<file path="config.mk">
export PLATFORM = sky130hd
export DESIGN_NAME = bitmap_font_glyph_rle_decoder
export DESIGN_NICKNAME = d
export VERILOG_FILES = /design/src/design/glrd_pkg.sv /design/src/design/bitmap_font_glyph_rle_decoder.sv /design/src/design/glrd_take.sv
export SDC_FILE = /design/constraint.sdc
export NUM_CORES = 1
export LEC_CHECK = 0
export ABC_CLOCK_PERIOD_IN_PS = 16300
export BUFFER_PORTS_ARGS = -buffer_cell sky130_fd_sc_hd__buf_2
export CAP_MARGIN = 0
export CELL_PAD_IN_SITES_DETAIL_PLACEMENT = 0
export CELL_PAD_IN_SITES_GLOBAL_PLACEMENT = 1
export CORE_AREA = 5 5 202 204
export DETAILED_ROUTE_END_ITERATION = 10
export DIE_AREA = 0 0 207 209
export GPL_TIMING_DRIVEN = 0
export PLACE_DENSITY_LB_ADDON = 0.15
export SYNTH_ARGS = -nofsm -noshare
export SYNTH_HDL_FRONTEND = slang
export SYNTH_SLANG_ARGS = --single-unit
</file>
<file path="constraint.sdc">
create_clock -name clock -period 16.3 [get_ports clock]
set_clock_uncertainty 0.05 [all_clocks]
set_input_delay 0 -clock clock [delete_from_list [all_inputs] [get_ports clock]]
set_output_delay 0 -clock clock [all_outputs]
set_load 0.03 [all_outputs]
</file>
<file path="src/design/glrd_pkg.sv">
// Shared types, codes and helpers for the glyph run-length decoder.
package glrd_pkg;

   localparam int unsigned ROW_BITS = 32;

   // result kinds
   localparam logic [1:0] KIND_HEADER = 2'd0;
   localparam logic [1:0] KIND_ROW    = 2'd1;
   localparam logic [1:0] KIND_END    = 2'd2;
   localparam logic [1:0] KIND_FLAG   = 2'd3;

   // record parse phases
   localparam logic [2:0] PH_CODE   = 3'd0;
   localparam logic [2:0] PH_SIZE   = 3'd1;
   localparam logic [2:0] PH_PFX_HI = 3'd2;
   localparam logic [2:0] PH_PFX_LO = 3'd3;
   localparam logic [2:0] PH_BITS   = 3'd4;
   localparam logic [2:0] PH_SKIP   = 3'd5;

   // configuration register indexes
   localparam logic [2:0] CSR_BG_RUN  = 3'd0;
   localparam logic [2:0] CSR_FG_RUN  = 3'd1;
   localparam logic [2:0] CSR_WIDTH   = 3'd2;
   localparam logic [2:0] CSR_HEIGHT  = 3'd3;
   localparam logic [2:0] CSR_XOFF    = 3'd4;
   localparam logic [2:0] CSR_YOFF    = 3'd5;
   localparam logic [2:0] CSR_ADVANCE = 3'd6;

   typedef struct packed {
      logic [ROW_BITS-1:0] row_pixels;
      logic [4:0]          row_index;
      logic [7:0]          advance;
      logic [7:0]          y_offset;
      logic [7:0]          x_offset;
      logic [7:0]          glyph_height;
      logic [7:0]          glyph_width;
      logic [15:0]         code_point;
      logic [1:0]          kind;
      logic                last_result;
   } result_type;

   // field widths above 8 behave as 8
   function automatic logic [3:0] clamp8(input logic [3:0] v);
      clamp8 = (v > 4'd8) ? 4'd8 : v;
   endfunction

endpackage

</file>
<file path="src/design/bitmap_font_glyph_rle_decoder.sv">
// Glyph-area byte decoder of a run-length coded bitmap font.
//
// req_ takes one font byte per word (tlast marks the final byte of the font).
// rsp_ gives result words: tuser is the kind (header, row, end, flag) and
// tlast marks the last result that a byte causes. csr_ writes the seven
// field-width registers; the user must do so only while the block is idle,
// which the block does not enforce. Each accepted byte runs through a small
// sequencer that uses one bit-field extractor and one row-segment unit. A
// byte that only moves the record phase steps through accept, phase,
// last-byte check and flush. A size or bitstream byte adds one step per
// header or run field taken, one for the field that finds too few bits, one
// for the header word, up to two per run pair to switch between runs, one per
// row segment (a segment ends at a run end or a row end) and one to settle
// the record. A byte marked last adds one for the end word. req_tready is
// high only between bytes. Results go through a one-word staging register and
// a one-word output register; the sequencer stops at a result only when both
// are full. Synchronous reset clears all state and valid flags to zero; after
// the end of the font every byte is taken and gives no result until reset.
module bitmap_font_glyph_rle_decoder #(
   parameter int unsigned MAX_WIDTH  = 32,
   parameter int unsigned MAX_HEIGHT = 32
) (
   input  logic        clock,
   input  logic        reset,
   input  logic        req_tvalid,
   output logic        req_tready,
   input  logic [7:0]  req_tdata,   // [7:0] font_byte
   input  logic        req_tlast,   // last_byte
   output logic        rsp_tvalid,
   input  logic        rsp_tready,
   output logic [95:0] rsp_tdata,   // code_point, glyph_width, glyph_height, x_offset,
                                    // y_offset, advance, row_index, row_pixels, zero pad
   output logic [1:0]  rsp_tuser,   // kind
   output logic        rsp_tlast,   // last_result
   input  logic        csr_we,
   input  logic [2:0]  csr_addr,
   input  logic [3:0]  csr_wdata
);
   import glrd_pkg::*;

   localparam int unsigned MAX_RESULTS = MAX_HEIGHT + 2;
   localparam int unsigned CNT_W       = $clog2(MAX_RESULTS + 1);

   localparam logic [3:0] S_IDLE  = 4'd0;
   localparam logic [3:0] S_BYTE  = 4'd1;
   localparam logic [3:0] S_DEC   = 4'd2;
   localparam logic [3:0] S_HDR   = 4'd3;
   localparam logic [3:0] S_FILL  = 4'd4;
   localparam logic [3:0] S_POST  = 4'd5;
   localparam logic [3:0] S_LAST  = 4'd6;
   localparam logic [3:0] S_END   = 4'd7;
   localparam logic [3:0] S_FLUSH = 4'd8;

   logic [3:0] cfg_ff [7];

   logic [3:0]  state_ff, state_in;
   logic [2:0]  phase_ff, phase_in;
   logic [7:0]  left_ff, left_in;
   logic [7:0]  code_ff, code_in;
   logic [15:0] prefix_ff, prefix_in;
   logic [15:0] buf_ff, buf_in;
   logic [4:0]  held_ff, held_in;
   logic [2:0]  fidx_ff, fidx_in;
   logic [7:0]  wid_ff, wid_in, hgt_ff, hgt_in;
   logic [7:0]  xoff_ff, xoff_in, yoff_ff, yoff_in, adv_ff, adv_in;
   logic [7:0]  bgrun_ff, bgrun_in, fgrun_ff, fgrun_in;
   logic [7:0]  col_ff, col_in, row_ff, row_in;
   logic [ROW_BITS-1:0] rowst_ff, rowst_in;
   logic [7:0]  runleft_ff, runleft_in;
   logic        fillfg_ff, fillfg_in;
   logic        done_ff, done_in;
   logic        ended_ff, ended_in;
   logic [7:0]  byte_ff, byte_in;
   logic        lastb_ff, lastb_in;
   logic [CNT_W-1:0] cnt_ff, cnt_in;

   logic        pend_v_ff, pend_v_in, out_v_ff, out_v_in;
   result_type  pend_ff, pend_in, out_ff, out_in;

   logic        emit_req, flush_req, out_free, emit_ok, capped, emit_fire;
   logic        flush_fire, seq_go;
   result_type  emit_pl, glyph_pl;

   logic [3:0]  take_n;
   logic [7:0]  field_val;
   logic [15:0] bits_rest;
   logic [7:0]  half_val;

   logic [7:0]  wcol, seg_k;
   logic [8:0]  end_col, next_row;
   logic        row_done;
   logic [ROW_BITS-1:0] seg_mask, new_row;

   glrd_take u_take (
      .bits_buf  (buf_ff),
      .take_n    (take_n),
      .field_val (field_val),
      .bits_rest (bits_rest)
   );

   always_comb begin
      unique case (fidx_ff)
         3'd0:    take_n = clamp8(cfg_ff[CSR_WIDTH]);
         3'd1:    take_n = clamp8(cfg_ff[CSR_HEIGHT]);
         3'd2:    take_n = clamp8(cfg_ff[CSR_XOFF]);
         3'd3:    take_n = clamp8(cfg_ff[CSR_YOFF]);
         3'd4:    take_n = clamp8(cfg_ff[CSR_ADVANCE]);
         3'd5:    take_n = clamp8(cfg_ff[CSR_BG_RUN]);
         3'd6:    take_n = clamp8(cfg_ff[CSR_FG_RUN]);
         default: take_n = 4'd1;
      endcase
   end

   // bias of a signed header field: half its range
   assign half_val = (take_n == 4'd0) ? 8'd0 : 8'(9'd1 << (take_n - 4'd1));

   // row segment unit
   assign wcol     = wid_ff - col_ff;
   assign seg_k    = (runleft_ff < wcol) ? runleft_ff : wcol;
   assign end_col  = {1'b0, col_ff} + {1'b0, seg_k};
   assign row_done = end_col >= {1'b0, wid_ff};
   assign next_row = {1'b0, row_ff} + 9'd1;
   always_comb begin
      for (int i = 0; i < ROW_BITS; i++) begin
         seg_mask[i] = fillfg_ff && (9'(i) >= {1'b0, col_ff}) && (9'(i) < end_col);
      end
   end
   assign new_row = rowst_ff | seg_mask;

   always_comb begin
      glyph_pl              = '0;
      glyph_pl.code_point   = {prefix_ff[15:8], code_ff};
      glyph_pl.glyph_width  = wid_ff;
      glyph_pl.glyph_height = hgt_ff;
      glyph_pl.x_offset     = xoff_ff;
      glyph_pl.y_offset     = yoff_ff;
      glyph_pl.advance      = adv_ff;
   end

   assign out_free = !out_v_ff || rsp_tready;
   assign emit_ok  = !pend_v_ff || out_free;
   assign capped   = cnt_ff >= CNT_W'(MAX_RESULTS);

   always_comb begin
      state_in = state_ff;   phase_in = phase_ff;   left_in = left_ff;
      code_in = code_ff;     prefix_in = prefix_ff; buf_in = buf_ff;
      held_in = held_ff;     fidx_in = fidx_ff;     wid_in = wid_ff;
      hgt_in = hgt_ff;       xoff_in = xoff_ff;     yoff_in = yoff_ff;
      adv_in = adv_ff;       bgrun_in = bgrun_ff;   fgrun_in = fgrun_ff;
      col_in = col_ff;       row_in = row_ff;       rowst_in = rowst_ff;
      runleft_in = runleft_ff; fillfg_in = fillfg_ff; done_in = done_ff;
      ended_in = ended_ff;   byte_in = byte_ff;     lastb_in = lastb_ff;
      cnt_in = cnt_ff;
      emit_req  = 1'b0;
      flush_req = 1'b0;
      emit_pl   = glyph_pl;

      unique case (state_ff)
         S_IDLE: begin
            if (req_tvalid) begin
               cnt_in = '0;
               if (!ended_ff) begin
                  byte_in  = req_tdata;
                  lastb_in = req_tlast;
                  state_in = S_BYTE;
               end
            end
         end
         S_BYTE: begin
            state_in = S_LAST;
            unique case (phase_ff)
               PH_CODE: begin
                  code_in  = byte_ff;
                  phase_in = PH_SIZE;
               end
               PH_SIZE: begin
                  if (byte_ff == 8'd0) begin
                     phase_in = PH_PFX_HI;
                  end else begin
                     buf_in = '0; held_in = '0; fidx_in = '0;
                     wid_in = '0; hgt_in = '0; xoff_in = '0; yoff_in = '0; adv_in = '0;
                     bgrun_in = '0; fgrun_in = '0; col_in = '0; row_in = '0;
                     rowst_in = '0;
                     done_in = 1'b0;
                     left_in = (byte_ff == 8'd1) ? 8'd0 : byte_ff - 8'd2;
                     // a size of one flags at once through the wrap-up path
                     state_in = (byte_ff == 8'd1) ? S_POST : S_DEC;
                  end
               end
               PH_PFX_HI: begin
                  prefix_in = {byte_ff, 8'd0};
                  phase_in  = PH_PFX_LO;
               end
               PH_PFX_LO: begin
                  prefix_in = {prefix_ff[15:8], byte_ff};
                  phase_in  = PH_CODE;
                  if ({prefix_ff[15:8], byte_ff} == 16'd0) begin
                     emit_req = 1'b1;
                     emit_pl  = '0;
                     emit_pl.kind = KIND_END;
                     ended_in = 1'b1;
                  end
               end
               PH_BITS: begin
                  buf_in  = buf_ff | ({8'd0, byte_ff} << held_ff);
                  held_in = held_ff + 5'd8;
                  left_in = left_ff - 8'd1;
                  state_in = S_DEC;
               end
               default: begin
                  left_in = left_ff - 8'd1;
                  if (left_ff == 8'd1) phase_in = PH_CODE;
               end
            endcase
         end
         S_DEC: begin
            if (held_ff < {1'b0, take_n}) begin
               done_in  = 1'b0;
               state_in = S_POST;
            end else begin
               buf_in  = bits_rest;
               held_in = held_ff - {1'b0, take_n};
               unique case (fidx_ff)
                  3'd0: begin wid_in = field_val; fidx_in = 3'd1; end
                  3'd1: begin hgt_in = field_val; fidx_in = 3'd2; end
                  3'd2: begin xoff_in = field_val - half_val; fidx_in = 3'd3; end
                  3'd3: begin yoff_in = field_val - half_val; fidx_in = 3'd4; end
                  3'd4: begin
                     adv_in   = field_val - half_val;
                     fidx_in  = 3'd5;
                     state_in = S_HDR;
                  end
                  3'd5: begin bgrun_in = field_val; fidx_in = 3'd6; end
                  3'd6: begin
                     fgrun_in   = field_val;
                     runleft_in = bgrun_ff;
                     fillfg_in  = 1'b0;
                     state_in   = S_FILL;
                  end
                  default: begin
                     // repeat bit replays the same run pair
                     if (field_val[0]) begin
                        runleft_in = bgrun_ff;
                        fillfg_in  = 1'b0;
                        state_in   = S_FILL;
                     end else begin
                        fidx_in = 3'd5;
                     end
                  end
               endcase
            end
         end
         S_HDR: begin
            emit_req = 1'b1;
            if (wid_ff > 8'(MAX_WIDTH) || hgt_ff > 8'(MAX_HEIGHT)) begin
               emit_pl.kind = KIND_FLAG;
               done_in  = 1'b1;
               state_in = S_POST;
            end else begin
               emit_pl.kind = KIND_HEADER;
               if (wid_ff == 8'd0 || hgt_ff == 8'd0) begin
                  done_in  = 1'b1;
                  state_in = S_POST;
               end else begin
                  state_in = S_DEC;
               end
            end
         end
         S_FILL: begin
            if (runleft_ff == 8'd0) begin
               if (!fillfg_ff) begin
                  runleft_in = fgrun_ff;
                  fillfg_in  = 1'b1;
               end else begin
                  fidx_in  = 3'd7;
                  state_in = S_DEC;
               end
            end else begin
               runleft_in = runleft_ff - seg_k;
               if (row_done) begin
                  emit_req = 1'b1;
                  emit_pl.kind       = KIND_ROW;
                  emit_pl.row_index  = row_ff[4:0];
                  emit_pl.row_pixels = new_row;
                  rowst_in = '0;
                  col_in   = '0;
                  row_in   = next_row[7:0];
                  if (next_row >= {1'b0, hgt_ff}) begin
                     done_in  = 1'b1;
                     state_in = S_POST;
                  end
               end else begin
                  col_in   = end_col[7:0];
                  rowst_in = new_row;
               end
            end
         end
         S_POST: begin
            state_in = S_LAST;
            if (done_ff) begin
               phase_in = (left_ff != 8'd0) ? PH_SKIP : PH_CODE;
            end else if (left_ff == 8'd0) begin
               emit_req = 1'b1;
               emit_pl.kind = KIND_FLAG;
               phase_in = PH_CODE;
            end else begin
               phase_in = PH_BITS;
            end
         end
         S_LAST: begin
            state_in = S_FLUSH;
            if (lastb_ff && !ended_ff) begin
               state_in = S_END;
               if (phase_ff == PH_SIZE || phase_ff == PH_BITS || phase_ff == PH_SKIP) begin
                  emit_req = 1'b1;
                  emit_pl.kind = KIND_FLAG;
               end
            end
         end
         S_END: begin
            emit_req = 1'b1;
            emit_pl  = '0;
            emit_pl.kind = KIND_END;
            ended_in = 1'b1;
            phase_in = PH_CODE;
            state_in = S_FLUSH;
         end
         S_FLUSH: begin
            flush_req = pend_v_ff;
            state_in  = S_IDLE;
         end
         default: state_in = S_IDLE;
      endcase

      emit_fire  = emit_req && !capped && emit_ok;
      flush_fire = flush_req && out_free;
      seq_go     = (!emit_req || capped || emit_ok) && (!flush_req || out_free);
      if (emit_fire) cnt_in = cnt_ff + CNT_W'(1);
   end

   assign req_tready = (state_ff == S_IDLE);

   always_comb begin
      pend_v_in = pend_v_ff;
      pend_in   = pend_ff;
      out_in    = out_ff;
      out_v_in  = out_v_ff && !rsp_tready;
      if (emit_fire) begin
         pend_v_in = 1'b1;
         pend_in   = emit_pl;
         if (pend_v_ff) begin
            out_in   = pend_ff;
            out_in.last_result = 1'b0;
            out_v_in = 1'b1;
         end
      end else if (flush_fire) begin
         pend_v_in = 1'b0;
         out_in    = pend_ff;
         out_in.last_result = 1'b1;
         out_v_in  = 1'b1;
      end
   end

   always_ff @(posedge clock) begin
      if (reset) begin
         for (int i = 0; i < 7; i++) cfg_ff[i] <= '0;
      end else if (csr_we) begin
         unique case (csr_addr)
            CSR_BG_RUN, CSR_FG_RUN, CSR_WIDTH, CSR_HEIGHT,
            CSR_XOFF, CSR_YOFF, CSR_ADVANCE: cfg_ff[csr_addr] <= csr_wdata;
            default: ;
         endcase
      end
   end

   always_ff @(posedge clock) begin
      if (reset) begin
         state_ff <= S_IDLE;   phase_ff <= PH_CODE; left_ff <= '0;
         code_ff <= '0;        prefix_ff <= '0;     buf_ff <= '0;
         held_ff <= '0;        fidx_ff <= '0;       wid_ff <= '0;
         hgt_ff <= '0;         xoff_ff <= '0;       yoff_ff <= '0;
         adv_ff <= '0;         bgrun_ff <= '0;      fgrun_ff <= '0;
         col_ff <= '0;         row_ff <= '0;        rowst_ff <= '0;
         runleft_ff <= '0;     fillfg_ff <= 1'b0;   done_ff <= 1'b0;
         ended_ff <= 1'b0;     byte_ff <= '0;       lastb_ff <= 1'b0;
         cnt_ff <= '0;
         pend_v_ff <= 1'b0;    out_v_ff <= 1'b0;
      end else begin
         if (seq_go) begin
            state_ff <= state_in;   phase_ff <= phase_in;   left_ff <= left_in;
            code_ff <= code_in;     prefix_ff <= prefix_in; buf_ff <= buf_in;
            held_ff <= held_in;     fidx_ff <= fidx_in;     wid_ff <= wid_in;
            hgt_ff <= hgt_in;       xoff_ff <= xoff_in;     yoff_ff <= yoff_in;
            adv_ff <= adv_in;       bgrun_ff <= bgrun_in;   fgrun_ff <= fgrun_in;
            col_ff <= col_in;       row_ff <= row_in;       rowst_ff <= rowst_in;
            runleft_ff <= runleft_in; fillfg_ff <= fillfg_in; done_ff <= done_in;
            ended_ff <= ended_in;   byte_ff <= byte_in;     lastb_ff <= lastb_in;
            cnt_ff <= cnt_in;
         end
         pend_v_ff <= pend_v_in;
         out_v_ff  <= out_v_in;
      end
   end

   always_ff @(posedge clock) begin
      pend_ff <= pend_in;
      out_ff  <= out_in;
   end

   assign rsp_tvalid = out_v_ff;
   assign rsp_tuser  = out_ff.kind;
   assign rsp_tlast  = out_ff.last_result;
   assign rsp_tdata  = {3'd0, out_ff.row_pixels, out_ff.row_index, out_ff.advance,
                        out_ff.y_offset, out_ff.x_offset, out_ff.glyph_height,
                        out_ff.glyph_width, out_ff.code_point};
endmodule

</file>
<file path="src/design/glrd_take.sv">
// Bit-field extractor: takes the low n bits (n up to 8) off the bit buffer.
module glrd_take (
   input  logic [15:0] bits_buf,
   input  logic [3:0]  take_n,
   output logic [7:0]  field_val,
   output logic [15:0] bits_rest
);
   logic [8:0] field_mask;

   assign field_mask = (9'd1 << take_n) - 9'd1;
   assign field_val  = bits_buf[7:0] & field_mask[7:0];
   assign bits_rest  = bits_buf >> take_n;
endmodule

</file>
# [Word level (Yosys, flattened, before mapping)]
# Memories as Yosys holds them, arrays and structs flattened.
# Cells that the tools add are included.
# Widths: inputs -> output; s select.
[totals] reg_bits=378 ram_bits=28 inputBits=21 out_inout_bits=101 elab_cells=503 mem_count=1
[classes] add_sub_neg=12 order_cmp=78 n_eq_ne=65 n_shift=4 n_mux=154 n_bitwise=6 reduce_logical=137
[memory_table] name="cfg_ff" depth=7 word_bits=4 rd=7 rd_ports_with_merged_regs=0 write_ports=7 line_no="bitmap_font_glyph_rle_decoder.sv:54" source="logic [3:0] cfg_ff [7];"
[op_table] operator="$mux 96" count=3
[op_table] operator="$mux 8" count=28
[op_table] operator="$pmux 8 s2" count=12
[op_table] operator="$lt 5x9->1 const A" count=16
[op_table] operator="$ge 5x8->1 const A" count=16
[op_table] operator="$mux 32" count=4
[op_table] operator="$mux 59" count=2
[op_table] operator="$pmux 56 s2" count=1
[op_table] operator="$pmux 16 s2" count=3
[op_table] operator="$mux 37" count=2
[op_table] operator="$pmux 37 s2" count=1
[op_table] operator="$lt 4x9->1 const A" count=8
[op_table] operator="$mux 4" count=18
[op_table] operator="$logic_and 1x1->1" count=70
[op_table] operator="$ge 4x8->1 const A" count=8
[op_table] operator="$pmux 32 s2" count=1
[op_table] operator="$reduce_and 6->1" count=10
[op_table] operator="$ne 2x2->1 const B" count=24
[op_table] operator="$mux 3" count=15
[op_table] operator="$logic_not 8->1" count=5
[op_table] operator="$lt 3x9->1 const A" count=4
[op_table] operator="$mux 1" count=36
[op_table] operator="$ge 3x8->1 const A" count=4
[op_table] operator="$mux 16" count=2
[op_table] operator="75 further kinds" count=163

# [Logic depth before layout (Yosys ltp)]
[logic_depth] ltp_word=13 ltp_mapped=35 ltp_nobuf=34

# [By module]
# From an unflattened synthesis, not the netlist that was laid out.
[hier_totals] cells_unflattened=1956 hier_area_um2=19616.3
[by_module_without_submodules] module="bitmap_font_glyph_rle_decoder" instances=1 cells_per_inst=1853 area_per_inst_um2=18799.3 seq_area_each_um2=10279.9
[by_module_without_submodules] module="glrd_take" instances=1 cells_per_inst=103 area_per_inst_um2=817.0 seq_area_each_um2=0.0

# [Least setup slack after synthesis]
# OpenSTA, ideal clock, no wires.
[synth_path] path_kind="register to register" start="reg col_ff[1]" end="reg out_ff (netlist bit rsp_tdata[0]), enable pin" setup_ns=0.551 arrival_ns=9.552 t_required_ns=15.699 slack_ns=6.147 path_stages_with_launch=31 path_buffers=2 synth_period_minus_slack_ns=10.153 path_cell_list="dfxtp_1 clkbuf_1 inv_1 ha_1 nor2b_1 o2111ai_1 a31oi_1 xnor2_1 inv_1 ha_1 a2111oi_0 a21oi_1 clkbuf_1 a21oi_1 ha_1 inv_1 fa_1 nor2b_1 o21ai_0 nand2b_1 xnor2_1 inv_2 ha_1 and3_1 nand2_1 o21ai_0 a21oi_1 a21o_1 nand3_1 nand3b_1 nor2_1"
[synth_between] elab_chain_cells=12 word_cells_on_any_way=13 classes_between="2 x add/sub; 2 x order compare; 1 x eq/ne; 4 x mux; 4 x reduce/logical"
[synth_lines] item="from (decl)" line_no="bitmap_font_glyph_rle_decoder.sv:67" source="logic [7:0] col_ff, col_in, row_ff, row_in;"
[synth_lines] item="from (signal assigned)" line_no="bitmap_font_glyph_rle_decoder.sv:395" source="col_ff <= col_in; row_ff <= row_in; rowst_ff <= rowst_in;"
[synth_lines] item="$sub 8x8->8" line_no="bitmap_font_glyph_rle_decoder.sv:118" source="assign wcol = wid_ff - col_ff;"
[synth_lines] item="$lt 8x8->1" line_no="bitmap_font_glyph_rle_decoder.sv:119" source="assign seg_k = (runleft_ff < wcol) ? runleft_ff : wcol;"
[synth_lines] item="$mux 8" line_no="bitmap_font_glyph_rle_decoder.sv:119"
[synth_lines] item="$add 8x8->9 *" line_no="bitmap_font_glyph_rle_decoder.sv:120" source="assign end_col = {1'b0, col_ff} + {1'b0, seg_k};"
[synth_lines] item="$ge 9x8->1 *" line_no="bitmap_font_glyph_rle_decoder.sv:121" source="assign row_done = end_col >= {1'b0, wid_ff};"
[synth_lines] item="$mux 1 *" line_no="bitmap_font_glyph_rle_decoder.sv:280" source="if (row_done) begin"
[synth_lines] item="$mux 1 *" line_no="bitmap_font_glyph_rle_decoder.sv:270" source="if (runleft_ff == 8'd0) begin"
[synth_lines] item="$pmux 1 s5 *" line_no="bitmap_font_glyph_rle_decoder.sv:158" source="unique case (state_ff)"
[synth_lines] item="$logic_and 1x1->1 * (2 in series)" line_no="bitmap_font_glyph_rle_decoder.sv:335" source="emit_fire = emit_req && !capped && emit_ok;"
[synth_lines] item="$ne 2x2->1 (no line) or $reduce_bool 2->1 (tied branches)"
[synth_lines] item="$reduce_and 2->1 (no line) *"
[synth_lines] item="to (signal assigned)" line_no="bitmap_font_glyph_rle_decoder.sv:407" source="out_ff <= out_in;"
[synth_lines] item="to (decl)" line_no="bitmap_font_glyph_rle_decoder.sv:78" source="result_type pend_ff, pend_in, out_ff, out_in;"
# Every way passes the cells marked *; elsewhere a longest branch is shown, timed or not.
# A chain may end at the register's enable or synchronous reset.

# [Worst setup path after layout]
[layout_path] start="reg col_ff[1]" end="reg pend_ff[85] (netlist name), enable pin"
[layout_between] elab_chain_cells=10
[layout_lines] item="$sub 8x8->8" line_no="bitmap_font_glyph_rle_decoder.sv:118"
[layout_lines] item="$lt 8x8->1" line_no="bitmap_font_glyph_rle_decoder.sv:119"
[layout_lines] item="$mux 8" line_no="bitmap_font_glyph_rle_decoder.sv:119"
[layout_lines] item="$add 8x8->9 *" line_no="bitmap_font_glyph_rle_decoder.sv:120"
[layout_lines] item="$ge 9x8->1 *" line_no="bitmap_font_glyph_rle_decoder.sv:121"
[layout_lines] item="$mux 1 *" line_no="bitmap_font_glyph_rle_decoder.sv:280"
[layout_lines] item="$mux 1 *" line_no="bitmap_font_glyph_rle_decoder.sv:270"
[layout_lines] item="$pmux 1 s5 *" line_no="bitmap_font_glyph_rle_decoder.sv:158"
[layout_lines] item="$logic_and 1x1->1 * (2 in series)" line_no="bitmap_font_glyph_rle_decoder.sv:335"
[layout_lines] item="net emit_fire" line_no="bitmap_font_glyph_rle_decoder.sv:80" source="logic emit_req, flush_req, out_free, emit_ok, capped, emit_fire;"
[layout_lines] item="to (signal assigned)" line_no="bitmap_font_glyph_rle_decoder.sv:406" source="pend_ff <= pend_in;"
[layout_lines] item="to (decl)" line_no="bitmap_font_glyph_rle_decoder.sv:78"
# The timed path passes the listed nets; every way through them passes the cells marked *.

==> reports/metrics.cfg <==
[outcome]
status = finished clean

[yosys]
synth.distinct_cells = 92
yosysWarningCount = 0
synth_area_um2 = 20000
ys_seq_elements = 406
netlist_instances = 1979
synthFlopType = edfxtp_1
synth_enable_flop_cells = 215
async_flop_share_pct = 0
syn_area_per_cell_um2 = 10.1
yosysSeqAreaShare_pct = 51.5

[drt]
vias = 15900
final_antenna_net_count = 0
drt-initial-drc-count = 1314
routedWlPerCell_um = 20.8
drt-total-wl_um = 56700
first_pass_iters = 5
via_per_inst = 5.84
drc = 0

[die]
core-area_um2 = 39100
die_w_um = 207
initial_core_util_pct = 51.1
die_area_um2 = 43300
rows = 73
io_pins = 122
fp.dieH_um = 209

[clock_network]
cts_buffers = 42
htreeDepth = 2
clk_pin_slew_ns = 0.06
post-cts-setup-buffers = 0
post_cts_resized = 0
clock_sinks = 406
cts_tree = yes
insertion_delay_ns = 0.58
cts-root-buf = clkbuf_16
cts_max_path_buffers = 3

[worst_setup_path]
r2r-end = pend_ff[85]
rrSetupSlack_ns = 7.15
cp-end-kind = register
r2r-start = col_ff[1]
critPathArrivalTime_ns = 9.33
worst-setup-path-type = reg -> reg
critPathLaunch = col_ff[1]
start_kind = register
critPathMaxFanout = 70
worstPathRequired_ns = 16.48
r2r_cells = 26

[layout]
drive_gt1_share_pct = 11.6
fin_nets = 2253
diodes = 0
stdcell_area_um2 = 22800
syn_to_final_growth_pct = 14.5

[timing]
fin_tns_setup_ns = 0
max_freq_mhz = 109
rsz0062_at_grt = false
finalCritPeriodShare_pct = 56.2
worst_slew_pin_slew_ns = 1.44
min_period_ns = 9.15
finalSetupViolCount = 0
finalHoldViolCount = 0
slew_headroom_pct = 3.03
finalMaxSlewViolations = 0

[grt]
grt_pass1_vias = 15200
grt_pass1_wl_um = 88900
antenna_found_initial = 1
grt_util_all_layers_pct = 25.6
grt_max_degree = 71
grt-ovfl-total = 0

[placed_design]
gp_congestion = 0.946
hpwl_um = 42200
place_area_um2 = 21300
io_buffer_count = 116

[min_path]
min_from = csr_addr[1]
hp-class = in -> reg
min_to = cfg_ff[3][3]
holdPathStages = 4

[power_and_ir_drop]
power.density_nw_per_um2 = 131
p_leak_nw = 8.29
ir_drop_mv = 0.0662

[run]
max_cap_viol_count = 0

-- kinds of logic (layout without fill, tap and decap cells) --
| group | Yosys count | in the layout | share of synthesized area, % |
|---|---|---|---|
| AND/OR/NAND/NOR | 688 | 688 | 17.3 |
| AO/OA/AOI/OAI | 476 | 476 | 15.9 |
| adder cells (fa/ha/maj) | 68 | 68 | 4.45 |
| other | 1 | 3 | 0.0188 |
| flip-flops | 406 | 406 | 51.5 |
| multiplexers | 97 | 97 | 4.96 |
| buffers and inverters | 203 | 420 | 4.16 |
| XOR/XNOR | 40 | 40 | 1.76 |
-- cells in the mapped netlist, types with 15 or more instances --
library cell | number | area [um2]
mux2_2 | 15 | 169
o22ai_1 | 22 | 138
dfxtp_1 | 191 | 3820
a21o_1 | 21 | 158
o211ai_1 | 17 | 128
clkbuf_1 | 82 | 308
mux2i_1 | 82 | 821
ha_1 | 63 | 788
o21ai_0 | 96 | 480
a211oi_1 | 15 | 113
nor2b_1 | 25 | 156
nor2_1 | 181 | 679
and2_1 | 101 | 632
a22oi_1 | 17 | 128
edfxtp_1 | 215 | 6460
nand3_1 | 80 | 400
nand2b_1 | 17 | 106
xnor2_1 | 26 | 228
nor3_1 | 47 | 235
a21oi_1 | 132 | 661
inv_1 | 92 | 345
nand2_1 | 146 | 548
-- per-stage QoR --
stage | utilization (%) | instances | setup WS (ns) | hold slack [ns] | total power, W
3_3_place_gp | 54.2 | 2622 | 3.26 | 0.178 | 0.00203
6_report | 58.4 | 2723 | 7.15 | 0.0465 | 0.00299
3_5_place_dp | 54.4 | 2625 | 7.39 | 0.198 | 0.00204
5_1_grt | 58.4 | 2723 | 6.54 | 0.0840 | 0.00314
4_1_cts | 58.4 | 2723 | 7.30 | 0.00659 | 0.00300
2_1_floorplan | - | 1981 | 6.15 | 0.0939 | 0.00180
-- power by group --
part / switching (W) / internal, W
logic: 0.000575 / 0.000291
clock network: 0.000404 / 0.000555
registers: 0.0000357 / 0.00113
-- timing repair --
| item | CTS | global route |
|---|---|---|
| hold buffers | 20 | 0 |
| setup endpoints to repair | 0 | 0 |
| hold endpoints to repair | 66 | 0 |
-- how the worst max path moves through the flow --
stage | slack, ns | endpoint | cells past startpoint
after floorplan | 6.15 | rsp_tdata[0] | 30
after global placement | 3.26 | rsp_tdata[17] | 26
after detailed placement | 7.39 | pend_ff[20] | 26
after CTS | 7.30 | pend_ff[85] | 26
after global routing | 6.54 | pend_ff[83] | 26
final | 7.15 | pend_ff[85] | 26
-- metal layers --
metal / GRT usage, % / share of wire, % / vias up
met4: 7.02 / 2.5 / 0
met1: 36.2 / 45 / 7673
met3: 4.11 / 5.7 / 100
li1: - / - / 7607
met2: 41.5 / 46 / 512
met5: 0 / 0 / -
-- sequential cells by signal (all words and copies together) (netlist names), 16 cells and up --
name	flops
cfg_ff	28
rsp_tdata	93
buf_ff	16
pend_ff	95
rowst_ff	32
-- worst max-delay path: stages (launching register included) --
cell,delay [ns]
dfxtp_1,0.48
clkbuf_1,0.43
inv_1,0.22
ha_1,0.31
nor2b_1,0.14
o2111ai_1,0.25
a31oi_1,0.15
xnor2_1,0.44
inv_1,0.10
ha_1,0.21
a2111oi_0,0.53
a21oi_1,0.21
clkbuf_1,0.27
a21oi_1,0.31
ha_1,0.23
inv_1,0.06
fa_1,0.39
xor2_1,0.70
inv_1,0.32
ha_1,0.39
nand4_1,0.09
o21ai_0,0.22
a21oi_1,0.17
a21oi_1,0.68
o211ai_1,0.56
inv_4,0.49
buf_16,0.34
-- layout make-up --
type / instances / area, um2
Clock inverter: 30 / 290
Timing Repair Buffer: 139 / 848
Sequential cell: 406 / 10300
Clock buffer: 48 / 1070
Inverter: 96 / 363
Tap cell: 525 / 657
Buffer: 107 / 470
Fill cell: 3464 / 16200
Multi-Input combinational cell: 1372 / 8860
-- layout by cell type (no fill, tap or decap), types with 21 or more instances in the layout --
cell	instances
nand3_1	80
xnor2_1	26
nor2b_1	25
dfxtp_1	191
ha_1	63
a21oi_1	132
inv_1	91
nand2_1	146
mux2i_1	82
a21o_1	21
clkbuf_16	42
o22ai_1	22
buf_2	129
edfxtp_1	215
clkbuf_1	88
and2_1	101
nor3_1	47
o21ai_0	96
nor2_1	180
Note: power is estimated with default switching activity, not from simulation.
